[src/assert_macros.svh]
// ----------------------------------------------------------------------------
// Assertion macros
// Shared concurrent assertion forms, clocked on clk and disabled in rst.
// ----------------------------------------------------------------------------
`ifndef ASSERT_MACROS_SVH
`define ASSERT_MACROS_SVH

// Condition holds at every clock edge outside reset
`define ASSERT_ALWAYS(lbl, cond, msg) \
  lbl: assert property (@(posedge clk) disable iff (rst) (cond)) else $error(msg);

// Antecedent implies consequent in the same cycle
`define ASSERT_IMPLIES(lbl, ante, cons, msg) \
  lbl: assert property (@(posedge clk) disable iff (rst) (ante) |-> (cons)) else $error(msg);

`endif

[src/mrji_pkg.sv]
// ----------------------------------------------------------------------------
// mrji_pkg
// Types, constants and helpers shared by the jog integrator modules.
// ----------------------------------------------------------------------------
package mrji_pkg;

  // Field widths
  localparam int unsigned POS_W   = 32;
  localparam int unsigned RATE_W  = 16;
  localparam int unsigned DT_W    = 16;
  localparam int unsigned SPEED_W = 16;
  localparam int unsigned ACT_W   = 4;
  localparam int unsigned CFG_W   = 32;
  localparam int unsigned CIDX_W  = 3;

  // Shared multiplier: signed A by signed B
  localparam int unsigned MUL_A_W = 33;
  localparam int unsigned MUL_B_W = DT_W + 1;
  localparam int unsigned PROD_W  = MUL_A_W + MUL_B_W;

  // Step scaling: Q9.39 down to Q16.16, and Q8.24 down to Q16.16
  localparam int unsigned XY_SHIFT  = 23;
  localparam int unsigned DIR_SHIFT = 8;
  localparam int unsigned XY_STEP_W = PROD_W - XY_SHIFT;
  localparam int unsigned DIR_STEP_W = PROD_W - DIR_SHIFT;
  localparam int unsigned SUM_W     = 44;

  // Default parameter values
  localparam int unsigned Z_TURN_SPEED_DEF = 256;
  localparam int unsigned D_MOVE_SPEED_DEF = 256;
  localparam int unsigned BRANCH_SPEED_DEF = 256;
  localparam int unsigned DEAD_ZONE_DEF    = 1;

  // Queue between front and back
  localparam int unsigned Q_DEPTH = 2;

  // Configuration reset values
  localparam logic signed [POS_W-1:0] POS_MIN = {1'b1, {(POS_W-1){1'b0}}};
  localparam logic signed [POS_W-1:0] POS_MAX = {1'b0, {(POS_W-1){1'b1}}};
  localparam logic [SPEED_W-1:0]      SPEED_ONE = 16'd256;

  // Input action codes
  typedef enum logic [ACT_W-1:0] {
    OP_X_RATE   = 4'd0,
    OP_Y_RATE   = 4'd1,
    OP_Z_LEFT   = 4'd2,
    OP_Z_RIGHT  = 4'd3,
    OP_D_PUSH   = 4'd4,
    OP_D_PULL   = 4'd5,
    OP_BR_APART = 4'd6,
    OP_BR_TOGETHER = 4'd7,
    OP_TICK     = 4'd8
  } op_t;

  // Configuration register indexes
  typedef enum logic [CIDX_W-1:0] {
    REG_X_LOW   = 3'd0,
    REG_X_HIGH  = 3'd1,
    REG_Y_LOW   = 3'd2,
    REG_Y_HIGH  = 3'd3,
    REG_D_LOW   = 3'd4,
    REG_D_HIGH  = 3'd5,
    REG_X_SPEED = 3'd6,
    REG_Y_SPEED = 3'd7
  } reg_idx_t;

  // Direction codes
  typedef enum logic [1:0] {
    DIR_NONE  = 2'd0,
    DIR_PLUS  = 2'd1,
    DIR_SPARE = 2'd2,
    DIR_MINUS = 2'd3
  } dir_t;

  // One queued item
  typedef struct packed {
    op_t                       op;
    logic signed [RATE_W-1:0]  rate;
    logic [DT_W-1:0]           dt;
  } item_t;

  // Queue status towards the top level
  typedef struct packed {
    logic full;
    logic empty;
  } q_stat_t;

  // Back status towards the top level
  typedef struct packed {
    logic idle;
    logic pop;
    logic finishing;
  } back_stat_t;

  // Signed multiplier operand for a direction axis: +speed, -speed or zero
  function automatic logic signed [MUL_A_W-1:0] dir_operand(
    input dir_t dir, input logic [SPEED_W-1:0] speed);
    logic signed [MUL_A_W-1:0] mag;
    mag = MUL_A_W'(speed);
    if (dir == DIR_PLUS) begin
      return mag;
    end else if (dir == DIR_MINUS) begin
      return -mag;
    end
    return '0;
  endfunction

  // Saturate a wide sum to the 32-bit signed range
  function automatic logic signed [POS_W-1:0] sat_pos(
    input logic signed [SUM_W-1:0] v);
    if (v > SUM_W'(POS_MAX)) begin
      return POS_MAX;
    end else if (v < SUM_W'(POS_MIN)) begin
      return POS_MIN;
    end
    return v[POS_W-1:0];
  endfunction

  // Clamp to bounds, low first so a crossed pair ends on the high bound
  function automatic logic signed [POS_W-1:0] clamp_pos(
    input logic signed [POS_W-1:0] v,
    input logic signed [POS_W-1:0] lo,
    input logic signed [POS_W-1:0] hi);
    logic signed [POS_W-1:0] r;
    r = v;
    if (r < lo) r = lo;
    if (r > hi) r = hi;
    return r;
  endfunction

endpackage

[src/mrji_front.sv]
// ----------------------------------------------------------------------------
// mrji_front
// Input side: accepts items, decodes the action and drops unused codes.
// ----------------------------------------------------------------------------
module mrji_front (
  input  logic                                  in_valid,
  output logic                                  in_ready,
  input  logic [mrji_pkg::ACT_W-1:0]            action,
  input  logic signed [mrji_pkg::RATE_W-1:0]    rate_value,
  input  logic [mrji_pkg::DT_W-1:0]             tick_length,
  input  logic                                  q_full,
  output logic                                  push,
  output mrji_pkg::item_t                       push_item
);

  logic known;

  // Accept whenever the queue has room
  assign in_ready = !q_full;

  // Codes above tick mean nothing: take the item, queue nothing
  assign known = (action <= mrji_pkg::ACT_W'(mrji_pkg::OP_TICK));
  assign push  = in_valid && in_ready && known;

  // Pack the decoded item
  always_comb begin
    push_item.op   = mrji_pkg::op_t'(action);
    push_item.rate = rate_value;
    push_item.dt   = tick_length;
  end

endmodule

[src/mrji_queue.sv]
// ----------------------------------------------------------------------------
// mrji_queue
// Short item queue between the front and the back.
// ----------------------------------------------------------------------------
module mrji_queue (
  input  logic                 clk,
  input  logic                 rst,
  input  logic                 push,
  input  mrji_pkg::item_t      push_item,
  input  logic                 pop,
  output mrji_pkg::item_t      head,
  output mrji_pkg::q_stat_t    stat
);

  localparam int unsigned DEPTH = mrji_pkg::Q_DEPTH;
  localparam int unsigned PTR_W = (DEPTH > 1) ? $clog2(DEPTH) : 1;
  localparam int unsigned CNT_W = $clog2(DEPTH + 1);

  mrji_pkg::item_t  entries [DEPTH];
  logic [PTR_W-1:0] wr_ptr;
  logic [PTR_W-1:0] rd_ptr;
  logic [CNT_W-1:0] count;
  logic             do_push;
  logic             do_pop;

  assign stat.full  = (count == CNT_W'(DEPTH));
  assign stat.empty = (count == '0);
  assign do_push    = push && !stat.full;
  assign do_pop     = pop && !stat.empty;
  assign head       = entries[rd_ptr];

  // Store incoming items
  always_ff @(posedge clk) begin
    if (do_push) begin
      entries[wr_ptr] <= push_item;
    end
  end

  // Advance pointers and fill count
  always_ff @(posedge clk) begin
    if (rst) begin
      wr_ptr <= '0;
      rd_ptr <= '0;
      count  <= '0;
    end else begin
      if (do_push) begin
        wr_ptr <= (wr_ptr == PTR_W'(DEPTH - 1)) ? '0 : wr_ptr + 1'b1;
      end
      if (do_pop) begin
        rd_ptr <= (rd_ptr == PTR_W'(DEPTH - 1)) ? '0 : rd_ptr + 1'b1;
      end
      if (do_push && !do_pop) begin
        count <= count + 1'b1;
      end else if (do_pop && !do_push) begin
        count <= count - 1'b1;
      end
    end
  end

endmodule

[src/mrji_back.sv]
// ----------------------------------------------------------------------------
// mrji_back
// Execution side: holds axis state and registers, runs ticks through one
// shared multiplier and presents the positions in an output register.
// ----------------------------------------------------------------------------
module mrji_back #(
  parameter int unsigned Z_TURN_SPEED = mrji_pkg::Z_TURN_SPEED_DEF,
  parameter int unsigned D_MOVE_SPEED = mrji_pkg::D_MOVE_SPEED_DEF,
  parameter int unsigned BRANCH_SPEED = mrji_pkg::BRANCH_SPEED_DEF,
  parameter int unsigned DEAD_ZONE    = mrji_pkg::DEAD_ZONE_DEF
) (
  input  logic                                 clk,
  input  logic                                 rst,
  input  logic                                 cfg_write,
  input  logic [mrji_pkg::CIDX_W-1:0]          cfg_index,
  input  logic [mrji_pkg::CFG_W-1:0]           cfg_data,
  input  logic                                 q_empty,
  input  mrji_pkg::item_t                      head,
  output mrji_pkg::back_stat_t                 stat,
  output logic                                 out_valid,
  input  logic                                 out_ready,
  output logic signed [mrji_pkg::POS_W-1:0]    x_position,
  output logic signed [mrji_pkg::POS_W-1:0]    y_position,
  output logic signed [mrji_pkg::POS_W-1:0]    z_rotation,
  output logic signed [mrji_pkg::POS_W-1:0]    d_position,
  output logic signed [mrji_pkg::POS_W-1:0]    branch_angle
);

  localparam int unsigned POS_W  = mrji_pkg::POS_W;
  localparam int unsigned A_W    = mrji_pkg::MUL_A_W;
  localparam int unsigned B_W    = mrji_pkg::MUL_B_W;
  localparam int unsigned P_W    = mrji_pkg::PROD_W;
  localparam int unsigned XS_W   = mrji_pkg::XY_STEP_W;
  localparam int unsigned DS_W   = mrji_pkg::DIR_STEP_W;
  localparam int unsigned SUM_W  = mrji_pkg::SUM_W;
  localparam int unsigned SPD_W  = mrji_pkg::SPEED_W;
  localparam logic signed [XS_W:0] DZ = (XS_W + 1)'(DEAD_ZONE);

  // Tick sequencer
  typedef enum logic [9:0] {
    S_IDLE  = 10'b00_0000_0001,
    S_XR    = 10'b00_0000_0010,
    S_XD    = 10'b00_0000_0100,
    S_YR    = 10'b00_0000_1000,
    S_YD    = 10'b00_0001_0000,
    S_Z     = 10'b00_0010_0000,
    S_D     = 10'b00_0100_0000,
    S_B     = 10'b00_1000_0000,
    S_FIN   = 10'b01_0000_0000,
    S_CLAMP = 10'b10_0000_0000
  } state_t;

  state_t state;
  state_t state_next;

  // Configuration registers
  logic signed [POS_W-1:0] x_low_bound, x_high_bound;
  logic signed [POS_W-1:0] y_low_bound, y_high_bound;
  logic signed [POS_W-1:0] d_low_bound, d_high_bound;
  logic [SPD_W-1:0]        x_speed, y_speed;

  // Axis state
  logic signed [mrji_pkg::RATE_W-1:0] x_rate, y_rate;
  mrji_pkg::dir_t                     z_direction, d_direction, branch_direction;
  logic signed [POS_W-1:0]            x_pos, y_pos, z_pos, d_pos, branch_pos;
  logic [mrji_pkg::DT_W-1:0]          dt;

  // Multiplier path
  logic signed [A_W-1:0]  mul_a;
  logic signed [B_W-1:0]  mul_b;
  logic signed [P_W-1:0]  prod;
  logic signed [P_W-1:0]  pr;

  // Step and update logic
  logic signed [XS_W-1:0]  xy_step;
  logic signed [DS_W-1:0]  dir_step;
  logic                    dz_pass;
  logic signed [POS_W-1:0] x_new, y_new, d_new;
  logic signed [POS_W-1:0] x_clamped, y_clamped, d_clamped;
  logic                    out_free;
  logic                    pop;

  assign pop      = (state == S_IDLE) && !q_empty;
  assign out_free = !out_valid || out_ready;

  assign stat.idle      = (state == S_IDLE);
  assign stat.pop       = pop;
  assign stat.finishing = (state == S_CLAMP);

  // Write configuration registers
  always_ff @(posedge clk) begin
    if (rst) begin
      x_low_bound  <= mrji_pkg::POS_MIN;
      x_high_bound <= mrji_pkg::POS_MAX;
      y_low_bound  <= mrji_pkg::POS_MIN;
      y_high_bound <= mrji_pkg::POS_MAX;
      d_low_bound  <= mrji_pkg::POS_MIN;
      d_high_bound <= mrji_pkg::POS_MAX;
      x_speed      <= mrji_pkg::SPEED_ONE;
      y_speed      <= mrji_pkg::SPEED_ONE;
    end else if (cfg_write) begin
      unique case (mrji_pkg::reg_idx_t'(cfg_index))
        mrji_pkg::REG_X_LOW:   x_low_bound  <= cfg_data[POS_W-1:0];
        mrji_pkg::REG_X_HIGH:  x_high_bound <= cfg_data[POS_W-1:0];
        mrji_pkg::REG_Y_LOW:   y_low_bound  <= cfg_data[POS_W-1:0];
        mrji_pkg::REG_Y_HIGH:  y_high_bound <= cfg_data[POS_W-1:0];
        mrji_pkg::REG_D_LOW:   d_low_bound  <= cfg_data[POS_W-1:0];
        mrji_pkg::REG_D_HIGH:  d_high_bound <= cfg_data[POS_W-1:0];
        mrji_pkg::REG_X_SPEED: x_speed      <= cfg_data[SPD_W-1:0];
        mrji_pkg::REG_Y_SPEED: y_speed      <= cfg_data[SPD_W-1:0];
      endcase
    end
  end

  // Select multiplier operands for the current step
  always_comb begin
    mul_a = '0;
    mul_b = '0;
    unique case (state)
      S_XR: begin
        mul_a = A_W'(x_rate);
        mul_b = B_W'(x_speed);
      end
      S_XD, S_YD: begin
        mul_a = pr[A_W-1:0];
        mul_b = B_W'(dt);
      end
      S_YR: begin
        mul_a = A_W'(y_rate);
        mul_b = B_W'(y_speed);
      end
      S_Z: begin
        mul_a = mrji_pkg::dir_operand(z_direction, SPD_W'(Z_TURN_SPEED));
        mul_b = B_W'(dt);
      end
      S_D: begin
        mul_a = mrji_pkg::dir_operand(d_direction, SPD_W'(D_MOVE_SPEED));
        mul_b = B_W'(dt);
      end
      S_B: begin
        mul_a = mrji_pkg::dir_operand(branch_direction, SPD_W'(BRANCH_SPEED));
        mul_b = B_W'(dt);
      end
      S_IDLE, S_FIN, S_CLAMP: begin
        mul_a = '0;
        mul_b = '0;
      end
      default: begin
        mul_a = '0;
        mul_b = '0;
      end
    endcase
  end

  assign prod = mul_a * mul_b;

  // Register the product
  always_ff @(posedge clk) begin
    pr <= prod;
  end

  // Floor shifts are the upper product bits
  assign xy_step  = pr[P_W-1:mrji_pkg::XY_SHIFT];
  assign dir_step = pr[P_W-1:mrji_pkg::DIR_SHIFT];
  assign dz_pass  = ((XS_W + 1)'(xy_step) > DZ) || ((XS_W + 1)'(xy_step) < -DZ);

  assign x_new = mrji_pkg::sat_pos(SUM_W'(x_pos) + SUM_W'(xy_step));
  assign y_new = mrji_pkg::sat_pos(SUM_W'(y_pos) - SUM_W'(xy_step));
  assign d_new = mrji_pkg::sat_pos(SUM_W'(d_pos) + SUM_W'(dir_step));

  assign x_clamped = mrji_pkg::clamp_pos(x_pos, x_low_bound, x_high_bound);
  assign y_clamped = mrji_pkg::clamp_pos(y_pos, y_low_bound, y_high_bound);
  assign d_clamped = mrji_pkg::clamp_pos(d_pos, d_low_bound, d_high_bound);

  // Advance the sequencer
  always_comb begin
    state_next = state;
    unique case (state)
      S_IDLE:  if (pop && head.op == mrji_pkg::OP_TICK) state_next = S_XR;
      S_XR:    state_next = S_XD;
      S_XD:    state_next = S_YR;
      S_YR:    state_next = S_YD;
      S_YD:    state_next = S_Z;
      S_Z:     state_next = S_D;
      S_D:     state_next = S_B;
      S_B:     state_next = S_FIN;
      S_FIN:   state_next = S_CLAMP;
      S_CLAMP: if (out_free) state_next = S_IDLE;
      default: state_next = S_IDLE;
    endcase
  end

  always_ff @(posedge clk) begin
    if (rst) begin
      state <= S_IDLE;
    end else begin
      state <= state_next;
    end
  end

  // Apply events and tick steps to the axis state
  always_ff @(posedge clk) begin
    if (rst) begin
      x_rate           <= '0;
      y_rate           <= '0;
      z_direction      <= mrji_pkg::DIR_NONE;
      d_direction      <= mrji_pkg::DIR_NONE;
      branch_direction <= mrji_pkg::DIR_NONE;
      x_pos            <= '0;
      y_pos            <= '0;
      z_pos            <= '0;
      d_pos            <= '0;
      branch_pos       <= '0;
    end else begin
      unique case (state)
        S_IDLE: begin
          if (pop) begin
            unique case (head.op)
              mrji_pkg::OP_X_RATE:      x_rate <= head.rate;
              mrji_pkg::OP_Y_RATE:      y_rate <= head.rate;
              mrji_pkg::OP_Z_LEFT:      z_direction <= mrji_pkg::DIR_MINUS;
              mrji_pkg::OP_Z_RIGHT:     z_direction <= mrji_pkg::DIR_PLUS;
              mrji_pkg::OP_D_PUSH:      d_direction <= mrji_pkg::DIR_PLUS;
              mrji_pkg::OP_D_PULL:      d_direction <= mrji_pkg::DIR_MINUS;
              mrji_pkg::OP_BR_APART:    branch_direction <= mrji_pkg::DIR_PLUS;
              mrji_pkg::OP_BR_TOGETHER: branch_direction <= mrji_pkg::DIR_MINUS;
              mrji_pkg::OP_TICK:        ;
              default:                  ;
            endcase
          end
        end
        S_YR:  if (dz_pass) x_pos <= x_new;
        S_Z:   if (dz_pass) y_pos <= y_new;
        S_D:   z_pos <= z_pos + dir_step[POS_W-1:0];
        S_B:   d_pos <= d_new;
        S_FIN: branch_pos <= branch_pos + dir_step[POS_W-1:0];
        S_CLAMP: begin
          if (out_free) begin
            x_pos       <= x_clamped;
            y_pos       <= y_clamped;
            d_pos       <= d_clamped;
            z_direction <= mrji_pkg::DIR_NONE;
            d_direction <= mrji_pkg::DIR_NONE;
          end
        end
        default: ;
      endcase
    end
  end

  // Hold the tick length for the sequence
  always_ff @(posedge clk) begin
    if (pop && head.op == mrji_pkg::OP_TICK) begin
      dt <= head.dt;
    end
  end

  // Output register: load on the final step, drop when taken
  always_ff @(posedge clk) begin
    if (rst) begin
      out_valid <= 1'b0;
    end else if (state == S_CLAMP && out_free) begin
      out_valid <= 1'b1;
    end else if (out_ready) begin
      out_valid <= 1'b0;
    end
  end

  always_ff @(posedge clk) begin
    if (state == S_CLAMP && out_free) begin
      x_position   <= x_clamped;
      y_position   <= y_clamped;
      z_rotation   <= z_pos;
      d_position   <= d_clamped;
      branch_angle <= branch_pos;
    end
  end

endmodule

[src/multi_axis_rate_jog_integrator.sv]
// ----------------------------------------------------------------------------
// multi_axis_rate_jog_integrator
// Rate-mode jog integrator for five axes with clamped and wrapping positions.
// ----------------------------------------------------------------------------
//  channel   handshake               payload
//  in        in_valid / in_ready     action, rate_value, tick_length
//  out       out_valid / out_ready   x_position .. branch_angle
//  cfg       cfg_write               cfg_index, cfg_data
//
//  Front takes one item per cycle while the two-entry queue has room.
//  An event is applied in the back as it is popped; a tick runs seven
//  passes through the single shared multiplier, then apply and clamp.
//  A tick waits in its last step while the output register is still held.
//  Reset is synchronous; it restores bounds, speeds and zeroes all axes.
// ----------------------------------------------------------------------------
`include "assert_macros.svh"

module multi_axis_rate_jog_integrator #(
  parameter int unsigned Z_TURN_SPEED = mrji_pkg::Z_TURN_SPEED_DEF,
  parameter int unsigned D_MOVE_SPEED = mrji_pkg::D_MOVE_SPEED_DEF,
  parameter int unsigned BRANCH_SPEED = mrji_pkg::BRANCH_SPEED_DEF,
  parameter int unsigned DEAD_ZONE    = mrji_pkg::DEAD_ZONE_DEF
) (
  input  logic                                 clk,
  input  logic                                 rst,
  input  logic                                 cfg_write,
  input  logic [mrji_pkg::CIDX_W-1:0]          cfg_index,
  input  logic [mrji_pkg::CFG_W-1:0]           cfg_data,
  input  logic                                 in_valid,
  output logic                                 in_ready,
  input  logic [mrji_pkg::ACT_W-1:0]           action,
  input  logic signed [mrji_pkg::RATE_W-1:0]   rate_value,
  input  logic [mrji_pkg::DT_W-1:0]            tick_length,
  output logic                                 out_valid,
  input  logic                                 out_ready,
  output logic signed [mrji_pkg::POS_W-1:0]    x_position,
  output logic signed [mrji_pkg::POS_W-1:0]    y_position,
  output logic signed [mrji_pkg::POS_W-1:0]    z_rotation,
  output logic signed [mrji_pkg::POS_W-1:0]    d_position,
  output logic signed [mrji_pkg::POS_W-1:0]    branch_angle
);

  logic                  push;
  mrji_pkg::item_t       push_item;
  mrji_pkg::item_t       head;
  mrji_pkg::q_stat_t     q_stat;
  mrji_pkg::back_stat_t  b_stat;

  // Decode and accept
  mrji_front u_front (
    .in_valid    (in_valid),
    .in_ready    (in_ready),
    .action      (action),
    .rate_value  (rate_value),
    .tick_length (tick_length),
    .q_full      (q_stat.full),
    .push        (push),
    .push_item   (push_item)
  );

  // Decouple front from back
  mrji_queue u_queue (
    .clk       (clk),
    .rst       (rst),
    .push      (push),
    .push_item (push_item),
    .pop       (b_stat.pop),
    .head      (head),
    .stat      (q_stat)
  );

  // Execute events and ticks
  mrji_back #(
    .Z_TURN_SPEED (Z_TURN_SPEED),
    .D_MOVE_SPEED (D_MOVE_SPEED),
    .BRANCH_SPEED (BRANCH_SPEED),
    .DEAD_ZONE    (DEAD_ZONE)
  ) u_back (
    .clk          (clk),
    .rst          (rst),
    .cfg_write    (cfg_write),
    .cfg_index    (cfg_index),
    .cfg_data     (cfg_data),
    .q_empty      (q_stat.empty),
    .head         (head),
    .stat         (b_stat),
    .out_valid    (out_valid),
    .out_ready    (out_ready),
    .x_position   (x_position),
    .y_position   (y_position),
    .z_rotation   (z_rotation),
    .d_position   (d_position),
    .branch_angle (branch_angle)
  );

  // Queue count is consistent
  `ASSERT_ALWAYS(a_queue_state, !(q_stat.full && q_stat.empty), "queue full and empty")
  // Back never takes from an empty queue
  `ASSERT_IMPLIES(a_pop_nonempty, b_stat.pop, !q_stat.empty, "pop from empty queue")
  // Back takes a new item only between ticks
  `ASSERT_IMPLIES(a_pop_idle, b_stat.pop, b_stat.idle, "pop while busy")
  // A result appears only after the final tick step
  `ASSERT_IMPLIES(a_out_after_tick, $rose(out_valid), $past(b_stat.finishing), "stray result")

endmodule
[config.mk]
export PLATFORM = sky130hd
export DESIGN_NAME = multi_axis_rate_jog_integrator
export DESIGN_NICKNAME = d
export VERILOG_FILES = /design/src/mrji_pkg.sv /design/src/mrji_front.sv /design/src/mrji_queue.sv /design/src/mrji_back.sv /design/src/multi_axis_rate_jog_integrator.sv
export VERILOG_INCLUDE_DIRS = /design/src /design/src/src
export SDC_FILE = /design/constraint.sdc
export NUM_CORES = 2
export LEC_CHECK = 0
export ABC_AREA = 1
export BUFFER_PORTS_ARGS = -buffer_cell sky130_fd_sc_hd__buf_4
export CAP_MARGIN = 20
export CORE_MARGIN = 2
export CORE_UTILIZATION = 35
export DETAILED_ROUTE_END_ITERATION = 16
export MAX_ROUTING_LAYER = met4
export PLACE_DENSITY_LB_ADDON = 0.1
export SLEW_MARGIN = 20
export SYNTH_ARGS = -nofsm -noshare
export SYNTH_HDL_FRONTEND = slang
export SYNTH_HIERARCHICAL = 1
export SYNTH_SLANG_ARGS = --single-unit
[constraint.sdc]
create_clock -name clk -period 28.5 [get_ports clk]
set_input_delay 4.275 -clock clk [delete_from_list [all_inputs] [get_ports clk]]
set_output_delay 4.275 -clock clk [all_outputs]
set_load 0.01 [all_outputs]
==> impl_metrics.py <==
metrics = {
    "cts": {
        "cts.repair.resized": 0,
        "cts.sink_count": 736,
        "htreeDepth": 3,
        "path_clk_slew_ns": 0.06,
        "hold_buffers": 0,
        "insertion_delay_ns": 0.74,
        "clockBufferDepth": 3,
        "cts_inserted_buffers": 94,
        "postCtsSetupRepairBufs": 0,
        "cts_root_buffer": "clkbuf_16",
        "cts_tree": "done",
    },
    "floorplan": {
        "dieArea_um2": 184000,
        "io_pins": 238,
        "die_h_um": 429,
        "core_um2": 179000,
        "initial_utilization_pct": 35.3,
        "die_x_um": 429,
        "rows": 155,
    },
    "global_routing": {
        "grt_pass1_wl_um": 347000,
        "grt_overflow": 0,
        "track_usage_pct": 25.6,
        "grt_max_degree": 101,
        "antenna_found_initial": 9,
        "grt_pass1_vias": 54600,
    },
    "final_layout": {
        "nNetsFinal": 9440,
        "area_delta_synth_final_pct": 11.3,
        "multi_input_area_um2": 38600,
        "fill_cells": 18900,
        "drive_gt1_share_pct": 6.76,
        "seqCellArea_um2": 17200,
    },
    "power": {
        "finalPower_w": 0.00261,
        "power_density_nw_per_um2": 37.1,
        "ir_drop_mv": 0.0529,
        "leakagePower_nw": 34.5,
    },
    "yosys": {
        "synth_common_cells": "nand2_1, inv_1, a21oi_1",
        "postSynthAreaPerCell_um2": 7.62,
        "synth_top_area_cell": "fa_1",
        "synth.distinct_cells": 65,
        "async_reset_ff_share_pct": 0,
        "ys_seq_elements": 736,
        "syn-cell-area_um2": 63100,
        "synth_nets": 9346,
        "ys.flop_type": "dfxtp_1",
        "ys_warn_count": 6,
        "ys_seq_area_share_pct": 27.3,
        "synth_cells": 8285,
        "synth_edf_count": 248,
        "synth_top_area_share_pct": 16.1,
        "yosys-top-cells-area": "fa_1, dfxtp_1, edfxtp_1",
        "synth.most_common_cell": "nand2_1",
    },
    "route": {
        "ant_nets": 0,
        "drc": 0,
        "wl_per_cell_um": 21.4,
        "num_vias": 54200,
        "vias_per_cell": 5.01,
        "drtPass1Iterations": 7,
        "drt_iter0_drc": 3728,
        "routed_wl_um": 231000,
    },
    "timing": {
        "setup-violations-final": 0,
        "rsz0062_at_grt": "no",
        "hold_violations": 0,
        "finClkSkew_ns": 0.0594,
        "maxClockFrequency_mhz": 105,
        "min_period_ns": 9.49,
        "worst_pin_slew_ns": 1.08,
        "fin_crit_sh_pct": 33.3,
        "tns_ns": 0,
        "finalMaxSlewViolations": 0,
        "max_slew_margin_pct": 28.0,
    },
    "worst_setup_path": {
        "worstSetupPathType": "flop to flop",
        "crit_path_frequent_cell": "inv_1",
        "regToRegSetupSlack_ns": 19.01,
        "path_max_fanout": 24,
        "critPathCaptureType": "flop",
        "cpLargestDelayFamily": "adder cells",
        "critical_path_required_ns": 29.12,
        "crit_arrival_ns": 10.12,
        "start_kind": "flop",
        "cp_num_buf_inv": 13,
        "cp_slowest_stage_delay_ns": 0.66,
        "slowest_stage": "clkinv_1",
    },
    "place": {
        "gp_congestion": 0.939,
        "port_buffers": 237,
        "dpl.hpwl_um": 182000,
    },
    "run": {
        "cap_violations": 0,
    },
    "min_path": {
        "worstHoldPathType": "flop to flop",
    },
    "run_status": {
        "status": "finished clean",
    },
}
==> through the flow <==
stage                     instances  setup WS [ns]  cell area, um^2  hold slack (ns)  util, %
after global placement        10600          19.16            67000            0.441     37.5
after CTS                     10800          19.05            70300            0.455     39.3
final                         10800          19.01            70300            0.455     39.3
after detailed placement      10600          19.11            67100            0.446     37.5
after floorplan                8285          16.86            63100            0.424        -
after global routing          10800          18.33            70300            0.472     39.3
==> flip-flops by register name (all words and copies together) (netlist names), 32 cells and up, named ones only <==
register,cells
u_back/branch_pos,32
u_queue/entries,72
u_back/d_pos,32
u_back/y_low_bound,32
u_back/x_position,32
u_back/x_low_bound,32
u_back/y_pos,32
u_back/d_low_bound,32
u_back/y_position,32
u_back/pr,50
u_back/x_high_bound,32
u_back/branch_angle,32
u_back/z_rotation,32
u_back/d_high_bound,32
u_back/x_pos,32
u_back/y_high_bound,32
u_back/d_position,32
u_back/z_pos,32
==> cell type report <==
| class | instances | area share (%) |
|---|---|---|
| timing repair buffer | 318 | 3.46 |
| sequential | 736 | 24.5 |
| multi-input combinational | 5667 | 54.9 |
| inverter | 1562 | 8.35 |
| clock buffer | 116 | 3.61 |
| clock inverter | 59 | 0.961 |
| antenna | 3 | 0.0107 |
| tap | 2355 | 4.19 |
==> layout by cell type (no fill, tap or decap), types with 6 or more instances in the layout <==
cell       synthesis  final
nor2_4             5     11
dfxtp_1          488    487
bufinv_16          0     11
and2_1            13     13
a21o_1            20     20
mux2_4            30     30
clkinv_2           0     14
nand4_1           65     65
nor2_1           523    517
nand2_4            8      8
a21oi_1          685    685
xnor2_1           68     68
o22ai_1           28     28
fa_1             508    508
nand2_1         1977   1976
xor2_1           118    118
o21ai_0          441    441
inv_2              9      9
nor4_1            21     21
a211oi_1          12     12
clkbuf_1         193     11
o221ai_1          11     11
o21bai_1          24     24
nor2_2             8      8
a221oi_1           6      6
o21a_1            24     24
inv_1           1541   1541
o21ai_2           10     10
a31oi_1           32     32
edfxtp_1         248    248
ha_1             477    477
nand3_1          344    341
nor3_1            52     52
o211ai_1         112    112
mux2_2             6      6
clkinv_1          12     26
buf_4             47    315
clkbuf_16          0     96
==> per-layer routing <==
metal  GRT usage [%]  vias to the layer above  share of wire [%]
met5               -                        -                  0
met4            6.85                        0                2.8
met3            2.20                      258                3.7
met2            44.0                     1112                 49
met1            32.3                    26300                 44
li1                -                    26500                  -
==> worst paths after layout <==
| check | from | endpoint | cells past startpoint |
|---|---|---|---|
| setup / recovery | u_back/state[8]$_SDFFE_PP0P_ | u_back/pr[48]$_DFF_P_ | 35 |
| hold / removal | u_back/x_speed[3]$_SDFFE_PP0P_ | u_back/x_speed[3]$_SDFFE_PP0P_ | 2 |
| setup reg to reg | u_back/state[8]$_SDFFE_PP0P_ | u_back/pr[48]$_DFF_P_ | 35 |
| hold reg to reg | u_back/x_speed[3]$_SDFFE_PP0P_ | u_back/x_speed[3]$_SDFFE_PP0P_ | 2 |
==> logic make-up (layout without fill, tap and decap cells) <==
logic type | Yosys count | count (layout) | share of synthesized area [%]
AOI/OAI and AO/OA | 1428 | 1428 | 12.5
other | 0 | 3 | 0
DFF | 736 | 736 | 27.3
xor gates and xnor gates | 186 | 186 | 2.58
and+or+nand+nor | 3032 | 3032 | 19.5
adders and majority gates | 985 | 985 | 25.6
buffers and inverters | 1882 | 2055 | 11.7
muxes | 36 | 36 | 0.820
==> worst register-to-register path: cells and delay by family, from the launching register on <==
family | cells | cell delay (ns)
simple gates | 14 | 3.24
buf+inv | 13 | 2.14
fa+ha+maj | 7 | 3.51
flops | 1 | 0.42
xor+xnor | 1 | 0.14
==> power breakdown <==
group | leakage, nW | total [W] | switching [W] | internal (W)
clock | 1.57 | 0.00124 | 0.000506 | 0.000737
combinational | 26.7 | 0.000230 | 0.000156 | 0.0000741
sequential | 6.23 | 0.00113 | 0.0000120 | 0.00112
No activity file was read; power rests on OpenSTA's default activity.
